**src/design/cis_pkg.sv**
```systemverilog
// ----------------------------------------------------------------------------
// cis_pkg
// Shared constants and codes for the core idle residency statistics block.
// ----------------------------------------------------------------------------
package cis_pkg;

  // Default number of monitored cores
  localparam int CORES_DEF = 4;

  // Fixed field widths
  localparam int TS_W   = 64;
  localparam int VAL_W  = 32;
  localparam int CFG_AW = 3;
  localparam int CFG_DW = 32;

  // Scaled product width: 64-bit ticks times a 20-bit constant
  localparam int PROD_W = 84;
  localparam logic [19:0] USEC_PER_SEC = 20'd1000000;
  localparam logic [31:0] FREQ_RST     = 32'd1000000;

  // Request operations
  localparam logic [1:0] OP_ENTER = 2'd0;
  localparam logic [1:0] OP_LEAVE = 2'd1;
  localparam logic [1:0] OP_EVENT = 2'd2;
  localparam logic [1:0] OP_SNAP  = 2'd3;

  // Result groups
  localparam logic [1:0] GRP_TIME = 2'd0;
  localparam logic [1:0] GRP_HIST = 2'd1;
  localparam logic [1:0] GRP_CNT  = 2'd2;
  localparam logic [1:0] GRP_EVT  = 2'd3;

  // Configuration register indexes
  localparam logic [CFG_AW-1:0] REG_EN_TIME = 3'd0;
  localparam logic [CFG_AW-1:0] REG_EN_HIST = 3'd1;
  localparam logic [CFG_AW-1:0] REG_EN_CNT  = 3'd2;
  localparam logic [CFG_AW-1:0] REG_EN_EVT  = 3'd3;
  localparam logic [CFG_AW-1:0] REG_FREQ    = 3'd4;

endpackage

```
**src/design/cis_if.sv**
```systemverilog
// ----------------------------------------------------------------------------
// cis_if
// Channel interfaces: request input, result output, configuration write.
// ----------------------------------------------------------------------------
interface cis_in_if;
  import cis_pkg::*;
  logic            valid;
  logic            ready;
  logic [1:0]      op;
  logic [1:0]      core;
  logic [TS_W-1:0] timestamp;
  modport source (output valid, op, core, timestamp, input ready);
  modport sink   (input valid, op, core, timestamp, output ready);
endinterface

interface cis_out_if;
  import cis_pkg::*;
  logic             valid;
  logic             ready;
  logic [1:0]       group;
  logic [2:0]       index;
  logic [VAL_W-1:0] value;
  logic             last;
  modport source (output valid, group, index, value, last, input ready);
  modport sink   (input valid, group, index, value, last, output ready);
endinterface

interface cis_cfg_if;
  import cis_pkg::*;
  logic              valid;
  logic              ready;
  logic [CFG_AW-1:0] addr;
  logic [CFG_DW-1:0] data;
  modport source (output valid, addr, data, input ready);
  modport sink   (input valid, addr, data, output ready);
endinterface

```
**src/design/cis_ram.sv**
```systemverilog
// ----------------------------------------------------------------------------
// cis_ram
// Generic single-port-write, single-port-read RAM with registered read data.
// ----------------------------------------------------------------------------
module cis_ram #(
  parameter int WIDTH = 64,
  parameter int DEPTH = 4,
  localparam int AW = (DEPTH > 1) ? $clog2(DEPTH) : 1
) (
  input  logic             clk,
  input  logic             we,
  input  logic [AW-1:0]    waddr,
  input  logic [WIDTH-1:0] wdata,
  input  logic [AW-1:0]    raddr,
  output logic [WIDTH-1:0] rdata
);

  logic [WIDTH-1:0] mem [DEPTH];
  logic [WIDTH-1:0] rdata_r;

  always_ff @(posedge clk) begin
    if (we) begin
      mem[waddr] <= wdata;
    end
    rdata_r <= mem[raddr];
  end

  assign rdata = rdata_r;

endmodule

```
**src/design/cis_usec_div.sv**
```systemverilog
// ----------------------------------------------------------------------------
// cis_usec_div
// Tick to microsecond scaler: ticks * 1e6 / freq, saturated to 32 bits.
// Multiply, multiply, add, then one restoring quotient bit a cycle.
// ----------------------------------------------------------------------------
module cis_usec_div (
  input  logic                     clk,
  input  logic                     rst_n,
  input  logic                     start,
  input  logic [cis_pkg::TS_W-1:0] ticks,
  input  logic [31:0]              freq,
  output logic                     done,
  output logic [31:0]              usec
);
  import cis_pkg::*;

  localparam int STEP_W = $clog2(PROD_W);

  typedef enum logic [1:0] {D_IDLE, D_MUL, D_ADD, D_RUN} dstate_t;

  dstate_t           st_r;
  logic [51:0]       plo_r;
  logic [51:0]       phi_r;
  logic [31:0]       thi_r;
  logic [31:0]       f_r;
  logic [PROD_W-1:0] dvd_r;
  logic [31:0]       rem_r;
  logic [31:0]       q_r;
  logic              ovf_r;
  logic [STEP_W-1:0] step_r;
  logic              done_r;
  logic [31:0]       usec_r;

  logic [51:0] lo_prod;
  logic [51:0] hi_prod;
  logic [32:0] trial;
  logic [32:0] trial_sub;
  logic        take;

  // Partial products, one per cycle
  assign lo_prod = ticks[31:0] * USEC_PER_SEC;
  assign hi_prod = thi_r * USEC_PER_SEC;

  // Restoring step
  assign trial     = {rem_r, dvd_r[PROD_W-1]};
  assign take      = (trial >= {1'b0, f_r});
  assign trial_sub = trial - {1'b0, f_r};

  always_ff @(posedge clk) begin
    if (!rst_n) begin
      st_r   <= D_IDLE;
      done_r <= 1'b0;
    end else begin
      done_r <= 1'b0;
      unique case (st_r)
        D_IDLE: begin
          if (start) begin
            plo_r <= lo_prod;
            thi_r <= ticks[63:32];
            f_r   <= (freq == 32'd0) ? 32'd1 : freq;
            st_r  <= D_MUL;
          end
        end
        D_MUL: begin
          phi_r <= hi_prod;
          st_r  <= D_ADD;
        end
        D_ADD: begin
          dvd_r  <= {phi_r, 32'd0} + PROD_W'(plo_r);
          rem_r  <= '0;
          q_r    <= '0;
          ovf_r  <= 1'b0;
          step_r <= '0;
          st_r   <= D_RUN;
        end
        D_RUN: begin
          dvd_r  <= {dvd_r[PROD_W-2:0], 1'b0};
          rem_r  <= take ? trial_sub[31:0] : trial[31:0];
          q_r    <= {q_r[30:0], take};
          ovf_r  <= ovf_r | q_r[31];
          step_r <= step_r + 1'b1;
          if (step_r == STEP_W'(PROD_W - 1)) begin
            // any quotient bit above bit 31 saturates
            usec_r <= (ovf_r | q_r[31]) ? '1 : {q_r[30:0], take};
            done_r <= 1'b1;
            st_r   <= D_IDLE;
          end
        end
        default: st_r <= D_IDLE;
      endcase
    end
  end

  assign done = done_r;
  assign usec = usec_r;

endmodule

```
**src/design/core_idle_residency_stats.sv**
```systemverilog
// ----------------------------------------------------------------------------
// core_idle_residency_stats
// Per-core idle time, idle-count histogram, idle-entry and event statistics.
// ----------------------------------------------------------------------------
// Usage:
//   in_req  : requests {op, core, timestamp}; enter idle, leave idle, add
//             event, snapshot. One request is in flight at a time.
//   out_res : result words {group, index, value, last}, sent only by a
//             snapshot; last marks its final word.
//   cfg_wr  : register writes, always ready; write only while idle.
// Requests: event and ignored requests are done in the idle state; enter
//   (S_E1, S_E2) and leave (S_L1 to S_L4) run as read-modify-write passes
//   over the statistics RAMs, each with one read and one write port.
// Snapshot: each time and histogram word waits on the 84-step quotient loop
//   of the microsecond scaler; idle-entry and event words skip the scaler.
// Results go through one output register; while the receiver stalls, the
//   sequencer holds its next word and the registered word stays put.
// Reset clears all statistics (per-entry valid bits on both RAMs), the idle
//   mask, the time base, and sets the timer frequency to 1000000.
// ----------------------------------------------------------------------------
module core_idle_residency_stats #(
  parameter int CORES = cis_pkg::CORES_DEF
) (
  input  logic      clk,
  input  logic      rst_n,
  cis_in_if.sink    in_req,
  cis_out_if.source out_res,
  cis_cfg_if.sink   cfg_wr
);
  import cis_pkg::*;

  localparam int CIW   = (CORES > 1) ? $clog2(CORES) : 1;
  localparam int CNT_W = $clog2(CORES + 1);
  localparam int D1    = 3 * CORES + 1;
  localparam int A1W   = $clog2(D1);
  localparam int D2    = CORES;
  localparam int A2W   = (CORES > 1) ? $clog2(CORES) : 1;

  typedef enum logic [4:0] {
    S_IDLE, S_E1, S_E2, S_L1, S_L2, S_L3, S_L4,
    S_T_RDS, S_T_RDT, S_T_UPD, S_T_CLR,
    S_H_RD, S_H_UPD, S_H_GO,
    S_C_RD, S_C_UPD, S_EV, S_DIV, S_EMIT
  } state_t;

  // Configuration
  logic        en_t_r, en_h_r, en_c_r, en_e_r;
  logic [31:0] freq_r;

  // Control and small state
  state_t            st_r;
  logic [CORES-1:0]  mask_r;
  logic [CNT_W-1:0]  cnt_r;
  logic [CNT_W-1:0]  hidx_r;
  logic [CNT_W-1:0]  idx_r;
  logic [1:0]        grp_r;
  logic [TS_W-1:0]   hstart_r;
  logic [TS_W-1:0]   hdelta_r;
  logic [TS_W-1:0]   delta_r;
  logic [TS_W-1:0]   ts_r;
  logic [TS_W-1:0]   op64_r;
  logic [1:0]        core_r;
  logic [VAL_W-1:0]  event_r;
  logic [VAL_W-1:0]  emit_val_r;
  logic [D1-1:0]     vld1_r;
  logic [D2-1:0]     vld2_r;
  logic              rd1_ok_r, rd2_ok_r;

  // Output register
  logic             out_valid_r;
  logic [1:0]       out_grp_r;
  logic [2:0]       out_idx_r;
  logic [VAL_W-1:0] out_val_r;
  logic             out_last_r;
  logic             out_load;

  // RAM ports
  logic             we1, we2;
  logic [A1W-1:0]   wa1, ra1;
  logic [A2W-1:0]   wa2, ra2;
  logic [TS_W-1:0]  wd1, q1, d1;
  logic [VAL_W-1:0] wd2, q2, d2;

  logic             div_start, div_done;
  logic [31:0]      div_usec;

  logic [3:0]       en_vec;
  logic             core_ok;
  logic             core_idle;
  logic             idle_i;
  logic             grp_done;
  logic             last_word;
  state_t           next_grp;
  state_t           snap_first;

  // First state of the first enabled group at or after g
  function automatic state_t grp_entry(input logic [2:0] g, input logic [3:0] en);
    state_t s;
    s = S_IDLE;
    if (g == 3'd0 && en[0]) begin
      s = S_T_RDS;
    end else if (g <= 3'd1 && en[1]) begin
      s = S_H_RD;
    end else if (g <= 3'd2 && en[2]) begin
      s = S_C_RD;
    end else if (g <= 3'd3 && en[3]) begin
      s = S_EV;
    end
    return s;
  endfunction

  // RAM 1: idle_total[0..C-1], idle_start[C..2C-1], histogram[2C..3C]
  cis_ram #(.WIDTH(TS_W), .DEPTH(D1)) u_ram_time (
    .clk(clk), .we(we1), .waddr(wa1), .wdata(wd1), .raddr(ra1), .rdata(q1)
  );

  // RAM 2: per-core idle entry counts
  cis_ram #(.WIDTH(VAL_W), .DEPTH(D2)) u_ram_cnt (
    .clk(clk), .we(we2), .waddr(wa2), .wdata(wd2), .raddr(ra2), .rdata(q2)
  );

  cis_usec_div u_div (
    .clk(clk), .rst_n(rst_n), .start(div_start), .ticks(op64_r),
    .freq(freq_r), .done(div_done), .usec(div_usec)
  );

  // Entries never written read as zero
  assign d1 = rd1_ok_r ? q1 : '0;
  assign d2 = rd2_ok_r ? q2 : '0;

  assign en_vec     = {en_e_r, en_c_r, en_h_r, en_t_r};
  assign core_ok    = (int'(in_req.core) < CORES);
  assign core_idle  = mask_r[CIW'(in_req.core)];
  assign idle_i     = mask_r[CIW'(idx_r)];
  assign snap_first = grp_entry(3'd0, en_vec);
  assign next_grp   = grp_entry({1'b0, grp_r} + 3'd1, en_vec);

  // Output register takes a word when it is empty or being drained
  assign out_load   = (st_r == S_EMIT) && (!out_valid_r || out_res.ready);

  // End of the current group and end of the snapshot
  always_comb begin
    case (grp_r)
      GRP_TIME: grp_done = (idx_r == CNT_W'(CORES - 1));
      GRP_HIST: grp_done = (idx_r == CNT_W'(CORES));
      GRP_CNT:  grp_done = (idx_r == CNT_W'(CORES - 1));
      default:  grp_done = 1'b1;
    endcase
    last_word = grp_done && (next_grp == S_IDLE);
  end

  // RAM access sequencing
  always_comb begin
    we1       = 1'b0;
    wa1       = '0;
    wd1       = '0;
    ra1       = '0;
    we2       = 1'b0;
    wa2       = '0;
    wd2       = '0;
    ra2       = '0;
    div_start = 1'b0;
    case (st_r)
      S_E1: begin
        we1 = 1'b1;
        wa1 = A1W'(CORES) + A1W'(core_r);
        wd1 = ts_r;
        ra1 = A1W'(2 * CORES) + A1W'(hidx_r);
        ra2 = A2W'(core_r);
      end
      S_E2: begin
        we1 = en_h_r;
        wa1 = A1W'(2 * CORES) + A1W'(hidx_r);
        wd1 = d1 + hdelta_r;
        we2 = en_c_r;
        wa2 = A2W'(core_r);
        wd2 = d2 + 1'b1;
      end
      S_L1: ra1 = A1W'(CORES) + A1W'(core_r);
      S_L2: ra1 = A1W'(core_r);
      S_L3: begin
        we1 = en_t_r;
        wa1 = A1W'(core_r);
        wd1 = d1 + delta_r;
        ra1 = A1W'(2 * CORES) + A1W'(hidx_r);
      end
      S_L4: begin
        we1 = en_h_r;
        wa1 = A1W'(2 * CORES) + A1W'(hidx_r);
        wd1 = d1 + hdelta_r;
      end
      S_T_RDS: ra1 = A1W'(CORES) + A1W'(idx_r);
      S_T_RDT: ra1 = A1W'(idx_r);
      S_T_UPD: begin
        we1 = idle_i;
        wa1 = A1W'(CORES) + A1W'(idx_r);
        wd1 = ts_r;
      end
      S_T_CLR: begin
        we1       = 1'b1;
        wa1       = A1W'(idx_r);
        div_start = 1'b1;
      end
      S_H_RD: ra1 = A1W'(2 * CORES) + A1W'(idx_r);
      S_H_UPD: begin
        we1 = 1'b1;
        wa1 = A1W'(2 * CORES) + A1W'(idx_r);
      end
      S_H_GO: div_start = 1'b1;
      S_C_RD: ra2 = A2W'(idx_r);
      S_C_UPD: begin
        we2 = 1'b1;
        wa2 = A2W'(idx_r);
      end
      default: ;
    endcase
  end

  // Sequencer, small state and output register
  always_ff @(posedge clk) begin
    if (!rst_n) begin
      st_r        <= S_IDLE;
      en_t_r      <= 1'b0;
      en_h_r      <= 1'b0;
      en_c_r      <= 1'b0;
      en_e_r      <= 1'b0;
      freq_r      <= FREQ_RST;
      mask_r      <= '0;
      cnt_r       <= '0;
      hstart_r    <= '0;
      event_r     <= '0;
      vld1_r      <= '0;
      vld2_r      <= '0;
      rd1_ok_r    <= 1'b0;
      rd2_ok_r    <= 1'b0;
      out_valid_r <= 1'b0;
    end else begin
      // Valid bits follow RAM writes and reads
      if (we1) begin
        vld1_r[wa1] <= 1'b1;
      end
      if (we2) begin
        vld2_r[wa2] <= 1'b1;
      end
      rd1_ok_r <= vld1_r[ra1];
      rd2_ok_r <= vld2_r[ra2];

      // Configuration writes
      if (cfg_wr.valid) begin
        unique case (cfg_wr.addr)
          REG_EN_TIME: en_t_r <= cfg_wr.data[0];
          REG_EN_HIST: en_h_r <= cfg_wr.data[0];
          REG_EN_CNT:  en_c_r <= cfg_wr.data[0];
          REG_EN_EVT:  en_e_r <= cfg_wr.data[0];
          REG_FREQ:    freq_r <= cfg_wr.data;
          default: ;
        endcase
      end

      if (out_load) begin
        out_valid_r <= 1'b1;
      end else if (out_res.ready) begin
        out_valid_r <= 1'b0;
      end

      unique case (st_r)
        S_IDLE: begin
          if (in_req.valid) begin
            ts_r   <= in_req.timestamp;
            core_r <= in_req.core;
            idx_r  <= '0;
            hidx_r <= cnt_r;
            case (in_req.op)
              OP_ENTER: begin
                if (core_ok && !core_idle) begin
                  mask_r[CIW'(in_req.core)] <= 1'b1;
                  cnt_r    <= cnt_r + 1'b1;
                  hdelta_r <= in_req.timestamp - hstart_r;
                  hstart_r <= in_req.timestamp;
                  st_r     <= S_E1;
                end
              end
              OP_LEAVE: begin
                if (core_ok && core_idle) begin
                  mask_r[CIW'(in_req.core)] <= 1'b0;
                  cnt_r    <= cnt_r - 1'b1;
                  hdelta_r <= in_req.timestamp - hstart_r;
                  hstart_r <= in_req.timestamp;
                  st_r     <= S_L1;
                end
              end
              OP_EVENT: begin
                if (en_e_r) begin
                  event_r <= event_r + 1'b1;
                end
              end
              default: begin
                hdelta_r <= in_req.timestamp - hstart_r;
                hstart_r <= in_req.timestamp;
                st_r     <= snap_first;
              end
            endcase
          end
        end
        S_E1: st_r <= S_E2;
        S_E2: st_r <= S_IDLE;
        S_L1: st_r <= S_L2;
        S_L2: begin
          delta_r <= ts_r - d1;
          st_r    <= S_L3;
        end
        S_L3: st_r <= S_L4;
        S_L4: st_r <= S_IDLE;
        // Idle time group
        S_T_RDS: begin
          grp_r <= GRP_TIME;
          st_r  <= S_T_RDT;
        end
        S_T_RDT: begin
          delta_r <= ts_r - d1;
          st_r    <= S_T_UPD;
        end
        S_T_UPD: begin
          op64_r <= idle_i ? (d1 + delta_r) : d1;
          st_r   <= S_T_CLR;
        end
        S_T_CLR: st_r <= S_DIV;
        // Histogram group; the open interval lands on the current count
        S_H_RD: begin
          grp_r <= GRP_HIST;
          st_r  <= S_H_UPD;
        end
        S_H_UPD: begin
          op64_r <= (idx_r == cnt_r) ? (d1 + hdelta_r) : d1;
          st_r   <= S_H_GO;
        end
        S_H_GO: st_r <= S_DIV;
        // Idle entry group
        S_C_RD: begin
          grp_r <= GRP_CNT;
          st_r  <= S_C_UPD;
        end
        S_C_UPD: begin
          emit_val_r <= d2;
          st_r       <= S_EMIT;
        end
        // Event word
        S_EV: begin
          grp_r      <= GRP_EVT;
          idx_r      <= '0;
          emit_val_r <= event_r;
          event_r    <= '0;
          st_r       <= S_EMIT;
        end
        S_DIV: begin
          if (div_done) begin
            emit_val_r <= div_usec;
            st_r       <= S_EMIT;
          end
        end
        S_EMIT: begin
          if (out_load) begin
            out_grp_r   <= grp_r;
            out_idx_r   <= 3'(idx_r);
            out_val_r   <= emit_val_r;
            out_last_r  <= last_word;
            if (!grp_done) begin
              idx_r <= idx_r + 1'b1;
              case (grp_r)
                GRP_TIME: st_r <= S_T_RDS;
                GRP_HIST: st_r <= S_H_RD;
                default:  st_r <= S_C_RD;
              endcase
            end else begin
              idx_r <= '0;
              st_r  <= next_grp;
            end
          end
        end
        default: st_r <= S_IDLE;
      endcase
    end
  end

  assign in_req.ready  = (st_r == S_IDLE);
  assign cfg_wr.ready  = 1'b1;
  assign out_res.valid = out_valid_r;
  assign out_res.group = out_grp_r;
  assign out_res.index = out_idx_r;
  assign out_res.value = out_val_r;
  assign out_res.last  = out_last_r;

endmodule

```
**src/flat_wrapper.sv**
```systemverilog
// flat-port wrapper written by rule: the top's interface ports become plain ports
module core_idle_residency_stats_flat import cis_pkg::*;
#(
  parameter int CORES = cis_pkg::CORES_DEF
)
  (clk, rst_n, in_req_valid, in_req_op, in_req_core, in_req_timestamp, in_req_ready, out_res_valid, out_res_group, out_res_index, out_res_value, out_res_last, out_res_ready, cfg_wr_valid, cfg_wr_addr, cfg_wr_data, cfg_wr_ready);
  cis_in_if in_req_i ();
  cis_out_if out_res_i ();
  cis_cfg_if cfg_wr_i ();
  input  logic clk;
  input  logic rst_n;
  input wire logic [$bits(in_req_i.valid)-1:0] in_req_valid;
  input wire logic [$bits(in_req_i.op)-1:0] in_req_op;
  input wire logic [$bits(in_req_i.core)-1:0] in_req_core;
  input wire logic [$bits(in_req_i.timestamp)-1:0] in_req_timestamp;
  output wire logic [$bits(in_req_i.ready)-1:0] in_req_ready;
  output wire logic [$bits(out_res_i.valid)-1:0] out_res_valid;
  output wire logic [$bits(out_res_i.group)-1:0] out_res_group;
  output wire logic [$bits(out_res_i.index)-1:0] out_res_index;
  output wire logic [$bits(out_res_i.value)-1:0] out_res_value;
  output wire logic [$bits(out_res_i.last)-1:0] out_res_last;
  input wire logic [$bits(out_res_i.ready)-1:0] out_res_ready;
  input wire logic [$bits(cfg_wr_i.valid)-1:0] cfg_wr_valid;
  input wire logic [$bits(cfg_wr_i.addr)-1:0] cfg_wr_addr;
  input wire logic [$bits(cfg_wr_i.data)-1:0] cfg_wr_data;
  output wire logic [$bits(cfg_wr_i.ready)-1:0] cfg_wr_ready;
  assign in_req_i.valid = in_req_valid;
  assign in_req_i.op = in_req_op;
  assign in_req_i.core = in_req_core;
  assign in_req_i.timestamp = in_req_timestamp;
  assign in_req_ready = in_req_i.ready;
  assign out_res_valid = out_res_i.valid;
  assign out_res_group = out_res_i.group;
  assign out_res_index = out_res_i.index;
  assign out_res_value = out_res_i.value;
  assign out_res_last = out_res_i.last;
  assign out_res_i.ready = out_res_ready;
  assign cfg_wr_i.valid = cfg_wr_valid;
  assign cfg_wr_i.addr = cfg_wr_addr;
  assign cfg_wr_i.data = cfg_wr_data;
  assign cfg_wr_ready = cfg_wr_i.ready;
  core_idle_residency_stats #(.CORES(CORES)) u_core (.clk(clk), .rst_n(rst_n), .in_req(in_req_i), .out_res(out_res_i), .cfg_wr(cfg_wr_i));
endmodule
```
**config.mk**
```make
export PLATFORM = sky130hd
export DESIGN_NAME = core_idle_residency_stats_flat
export DESIGN_NICKNAME = d
export VERILOG_FILES = /design/src/design/cis_pkg.sv /design/src/design/cis_if.sv /design/src/design/cis_ram.sv /design/src/design/cis_usec_div.sv /design/src/design/core_idle_residency_stats.sv /design/src/flat_wrapper.sv
export SDC_FILE = /design/constraint.sdc
export NUM_CORES = 2
export LEC_CHECK = 0
export BUFFER_PORTS_ARGS = -buffer_cell sky130_fd_sc_hd__buf_2
export CAP_MARGIN = 20
export CORE_MARGIN = 3
export CORE_UTILIZATION = 50
export CTS_BUF_LIST = sky130_fd_sc_hd__clkbuf_8
export DETAILED_ROUTE_END_ITERATION = 8
export PLACE_DENSITY = 0.75
export SYNTH_ARGS = -nofsm -noshare
export SYNTH_HDL_FRONTEND = slang
export SYNTH_SLANG_ARGS = --single-unit
```
**constraint.sdc**
```tcl
create_clock -name clk -period 12.2 [get_ports clk]
set_input_delay 1.22 -clock clk [delete_from_list [all_inputs] [get_ports clk]]
set_output_delay 1.22 -clock clk [all_outputs]
set_load 0.02 [all_outputs]
```
After elaboration in Yosys (flattened, before gate mapping). Memories as Yosys holds them, arrays and structs flattened. A register that Yosys moved wholly into a read port is not among the register bits. Index checks and enable logic that the tools add are counted.

Logic and storage cells: 269. RAM bits: 960. Latch bits: 0. Bits in read-only memories: 0. Bits in registers: 847. Memories: 2. Bits of input ports: 108. Output and inout bits: 41.

Equal/unequal tests: 45. Shift operators: 0. $add $sub $neg: 17. Multiply operators: 2. Divide/modulo/power cells: 0. Bitwise operators: 7. Mux-type cells: 85. Magnitude comparators: 13. Reduce and logical (&&, ||, !) cells: 58.

Memory list: u_core.u_ram_time.mem (depth 13, width 64, read ports 1, clocked after memory_dff 1, write ports 1, RTL line cis_ram.sv:18) `logic [WIDTH-1:0] mem [DEPTH];`; u_core.u_ram_cnt.mem (depth 4, width 32, read ports 1, clocked after memory_dff 1, write ports 1, RTL line cis_ram.sv:18).

Operators by type and width (number): $pmux 64 s3 (3); $mux 64 (7); $mux 32 (7); $pmux 32 s2 (3); $pmux 84 s2 (1); $add 64x64->64 (2); $pmux 64 s2 (1); $sub 64x64->64 (2); $pmux 32 s3 (1); $mul 32x14->46 const B (2); $add 84x52->84 (1); $pmux 5 s15 (1); $mux 5 (14); $add 32x1->32 const B (2); $pmux 4 s6 (2); $eq 5x4->1 const B (8); $ge 33x32->1 (1); $logic_not 32->1 (1); $sub 32x32->32 (1); $reduce_and 2->1 (12); $eq 5x3->1 const B (4); $pmux 2 s4 (2); $pmux 4 s2 (2); $eq 5x5->1 const B (3); 62 further kinds (144).

Depth between registers and ports, before layout.
Depth in word-level cells: 10. Depth in mapped cells: 22.

Cells and area by module. From an unflattened synthesis, not the netlist that was laid out.

Cells, all modules: 9079. Area, all modules: 107673.3 um^2.

Modules (own cells, without submodules): core_idle_residency_stats (cells an instance 4918, times used 1, area each 40780.4 um^2); cis_ram (u_core.u_ram_time) (cells an instance 1376, times used 1, area each 32493.7 um^2); cis_usec_div (cells an instance 2582, times used 1, area each 29069.1 um^2); cis_ram (u_core.u_ram_cnt) (cells an instance 203, times used 1, area each 5330.1 um^2).

Worst setup path after synthesis. Ideal clock, no wire load.

Kind: input to register. Start point: input port rst_n. End point: register u_core.u_div.f_r[0] (enable). Data arrival time: 8911 ps. Slack: 2576 ps. Buffers on the path: 1. Library setup time: 713 ps. Stages on the path: 3. Path through: clkbuf_1 nand2_1 nor3_1.

Longest elaborated chain between the ends: 1.

RTL lines: start: declaration (RTL line flat_wrapper.sv:11) `input logic rst_n;`; $reduce_and 3->1 (no line); end signal: assignment (RTL line cis_usec_div.sv:60) `f_r <= (freq == 32'd0) ? 32'd1 : freq;`; end: declaration (RTL line cis_usec_div.sv:25) `logic [31:0] f_r;`.

No other way between the ends. A chain may end at the register's enable or synchronous reset.

Final worst setup path.
Start point: register u_core.op64_r[11]. End point: register u_core.u_div.plo_r[49], data pin.

Longest elaborated chain between the ends: 1.

RTL lines: start: declaration (RTL line core_idle_residency_stats.sv:61) `logic [TS_W-1:0] op64_r;`; start signal: assignment (RTL line core_idle_residency_stats.sv:324) `op64_r <= idle_i ? (d1 + delta_r) : d1;`; start signal: assignment (RTL line core_idle_residency_stats.sv:334) `op64_r <= (idx_r == cnt_r) ? (d1 + hdelta_r) : d1;`; $mul 32x14->46 (RTL line cis_usec_div.sv:41) `assign lo_prod = ticks[31:0] * USEC_PER_SEC;`; via u_core.u_div.lo_prod[49] (RTL line cis_usec_div.sv:34) `logic [51:0] lo_prod;`; end signal: assignment (RTL line cis_usec_div.sv:58) `plo_r <= lo_prod;`; end: declaration (RTL line cis_usec_div.sv:22) `logic [51:0] plo_r;`.

The timed path passes the listed nets, and every way through them passes these cells.

==> impl_metrics.json <==
{
  "internal_power_uw": 11200,
  "seq_area_um2": 54300,
  "htreeDepth": 5,
  "post_cts_buffers": 0,
  "rows": 166,
  "cts_buffers": 327,
  "cts_tree": "done",
  "worst_setup_path_start_kind": "register",
  "grt_pass1_vias": 72415,
  "hpwl_um": 190000,
  "netlist_area_um2": 104000,
  "dp.cells": 11801,
  "antenna_found_initial": 37,
  "pwr-share-seq_pct": 48.8,
  "crit_top_cell": "fa_1",
  "grt_first_pass_wirelength_um": 419000,
  "comb_power_share_pct": 14.4,
  "port_buffers": 147,
  "vias": 74040,
  "holdWs_ps": 362,
  "leakage_uw": 0.0440,
  "wl_per_cell_um": 22.3,
  "synth.ff_latch_count": 1897,
  "final_nets": 10456,
  "floorplan.die_area_um2": 213000,
  "synth_warnings": 0,
  "cp_top_family": "adder cells",
  "worstMarginPinSlew_ps": 1190,
  "drc": 0,
  "slowest_delay_ps": 540,
  "area_growth_syn_to_layout_pct": 9.67,
  "coreArea_um2": 206000,
  "power_density_nw_per_um2": 135,
  "fillers": 16999,
  "finalHoldViolCount": 0,
  "cp_data_required_time_ps": 13060,
  "p_sw_uw": 4180,
  "cts_sinks": 1897,
  "ys.flop_type": "edfxtp_1",
  "synth_fp_nets": 10349,
  "synth_cells": 9351,
  "critPathMaxFanout": 5,
  "ctsResizeCount": 0,
  "cts_root_buffer": "clkbuf_8",
  "final_cells": 12416,
  "swShare_pct": 27.2,
  "dr.pass1.iters": 8,
  "finalClockSkew_ps": 102,
  "drtIter0Drc": 7180,
  "clk_pin_slew_ps": 70,
  "crit_arrival_ps": 7490,
  "setup.worst_path.class": "reg2reg",
  "syn_avg_cell_area_um2": 11.1,
  "initial_core_util_pct": 50.5,
  "status": "complete, no violations",
  "period_share_pct": 54.3,
  "crit_chain": "inv_1 -> fa_1 -> inv_1 -> fa_1 -> fa_1 -> fa_1 -> ha_1 -> inv_1 -> fa_1 -> inv_1 -> ha_1 -> nand2_1 -> nand2b_1 -> a21o_1 -> a221oi_1 -> nand3_1 -> o211a_1 -> o31a_1 -> o31a_1 -> o21a_1 -> or4_1 -> o211ai_1",
  "synth_edf_count": 1634,
  "die_h_um": 462,
  "hold_class": "in2reg",
  "crit_slowest_cell": "edfxtp_1",
  "layout-drive-gt1-share_pct": 8.77,
  "worst-path-buf-inv": 4,
  "ir_drop_v": 0.000124,
  "multi_input_area_um2": 45200,
  "drv_slew": 0,
  "synthTopCellsByArea": "edfxtp_1, ha_1, fa_1, dfxtp_1, nand2_1",
  "ys_types": 96,
  "viasPerCell": 5.96,
  "boundaryPins": 149,
  "cap_violations": 0,
  "setup_viol": 0,
  "yosys.area.top_type_share_pct": 47.3,
  "clockBufferDepth": 4,
  "fmax_mhz": 151,
  "overflow": 0,
  "period_minus_slack_ps": 6630,
  "cts_hold_buf": 0,
  "maxSlewHeadroom_pct": 20.4,
  "async_flop_share_pct": 0,
  "p_clk_share_pct": 36.9,
  "die_w_um": 462,
  "yosysTopAreaCell": "edfxtp_1",
  "rsz0062_at_grt": "false",
  "globalRouteTotalUtil_pct": 25.4,
  "routed_wl_um": 276000,
  "grt_max_degree": 203,
  "utilization_pct": 55.4,
  "ant_nets": 0,
  "clock_latency_ps": 1080,
  "ys_seq_area_share_pct": 52.3,
  "worst_setup_path_end_kind": "register",
  "routabilityCongestion": 0.979,
  "setup_tns_ps": 0
}
==> metal layers <==
layer	wire length [um]	global-route usage, %	share of wire [%]	vias up
met4	13900	12.6	5.0	20
met2	123000	39.2	45	3287
met3	24200	5.42	8.8	714
met5	131	0	0.047	-
met1	115000	34.0	42	35852
li1	-	-	-	34167
==> area by class of cell <==
| class | count | area share (%) |
|---|---|---|
| multi-input cells | 6242 | 39.7 |
| inverters | 718 | 2.37 |
| well taps | 2688 | 2.95 |
| clock buffers | 374 | 4.52 |
| repair buffers | 272 | 1.60 |
| diodes | 27 | 0.0593 |
| flip-flops and latches | 1897 | 47.7 |
| clock inverters | 198 | 1.09 |
==> cells in the mapped netlist (all sizes together) (12+ instances only) <==
cell type and n:
nor3 87, dfxtp 263, or3 54, nand2b 54
o31ai 29, inv 715, and2 107, and4 16
o21bai 52, xor2 185, a21boi 21, and3 52
nor2 423, a211oi 330, o211ai 30, xnor2 269
nor4 24, a222oi 36, a221o 12, a21o 198
a21oi 648, edfxtp 1634, mux2i 36, mux2 33
nor2b 251, o221ai 51, a31oi 142, nand4 99
ha 613, nand3 138, a311oi 139, a22oi 41
nand2 1202, o31a 13, or2 13, o21ai 316
fa 277, o21a 68, buf 47, clkbuf 447
a221oi 34
==> cell families (layout without fill, tap and decap cells) <==
| logic type | after synthesis | after routing | synth area share [%] |
|---|---|---|---|
| buffers and inverters | 1212 | 1562 | 4.42 |
| adders and majority gates | 890 | 890 | 12.7 |
| xor gates and xnor gates | 454 | 454 | 3.83 |
| AOI/OAI and AO/OA | 2273 | 2273 | 14.6 |
| DFF | 1897 | 1897 | 52.3 |
| and+or+nand+nor | 2553 | 2553 | 11.3 |
| muxes | 71 | 71 | 0.748 |
| other | 1 | 28 | 0.00361 |
==> worst register-to-register path: cells and delay by family (launching register included) <==
kind,cells,cell delay [ps]
AOI/OAI and AO/OA,7,1760
buffers and inverters,4,360
adders and majority gates,7,3000
and+or+nand+nor,4,760
DFF,1,540
==> path summary, 6_finish.rpt <==
path | from | endpoint | slack [ps] | depth (start not counted)
hold reg to reg | u_core.op64_r[60]$_DFFE_PP_ | u_core.u_div.thi_r[28]$_DFFE_PP_ | 420 | 0
setup / recovery | u_core.op64_r[11]$_DFFE_PP_ | u_core.u_div.plo_r[49]$_DFFE_PP_ | 5570 | 22
hold / removal | in_req_timestamp[60] | u_core.ts_r[60]$_DFFE_PP_ | 360 | 1
setup reg to reg | u_core.op64_r[11]$_DFFE_PP_ | u_core.u_div.plo_r[49]$_DFFE_PP_ | 5570 | 22
==> power groups by stage <==
stage	logic [uW]	clock network [uW]	registers [uW]
floorplan	1520	0	7520
global placement	2090	0	7600
detailed placement	2130	0	7600
CTS	2150	5760	7470
global route	2390	6060	7480
finish	2200	5650	7470
==> stage by stage <==
step	cell area, um^2	power (uW)	worst slack (ps)
2_1_floorplan	104000	9040	2580
3_5_place_dp	107000	9740	5680
6_report	114000	15300	5570
3_3_place_gp	107000	9690	5660
5_1_grt	114000	15900	5250
4_1_cts	114000	15400	5590
==> cells in the final DEF (no fill, tap or decap), types with 50 or more instances in the layout <==
master	synthesis	final
buf_2	14	147
a211oi_1	328	328
a31oi_1	141	141
xnor2_1	269	269
and3_1	52	50
a21o_1	198	198
nand3_1	138	138
edfxtp_1	1634	1634
nor2_1	422	404
nand4_1	98	98
buf_4	5	113
inv_1	715	808
o21a_1	68	67
dfxtp_1	263	262
o21bai_1	52	52
xor2_1	185	185
clkbuf_8	0	374
nand2b_1	54	54
fa_1	277	277
nor2b_1	251	249
ha_1	613	612
a311oi_1	137	137
nand2_1	1202	1200
and2_1	104	102
o21ai_0	295	290
nor3_1	87	80
a21oi_1	644	642
o221ai_1	51	51
or3_1	54	54
==> sequential cells by signal (all words and copies together), names as in the netlist, 5 cells and up, named ones only <==
register,cells
u_core.u_div.plo_r,46
u_core.emit_val_r,32
u_core.u_ram_time.rdata,64
u_core.u_div.rem_r,32
u_core.ts_r,64
u_core.u_div.f_r,32
u_core.op64_r,64
u_core.freq_r,32
u_core.vld1_r,13
u_core.event_r,32
u_core.u_div.phi_r,46
u_core.delta_r,64
u_core.hstart_r,64
u_core.out_res.value,32
u_core.hdelta_r,64
u_core.u_div.usec,32
u_core.u_div.step_r,7
u_core.u_div.q_r,32
u_core.st_r,5
u_core.u_ram_cnt.mem,128
u_core.u_ram_cnt.rdata,32
u_core.u_div.thi_r,32
u_core.u_div.dvd_r,78
u_core.u_ram_time.mem,832
Note: power is estimated with default switching activity, not from simulation.
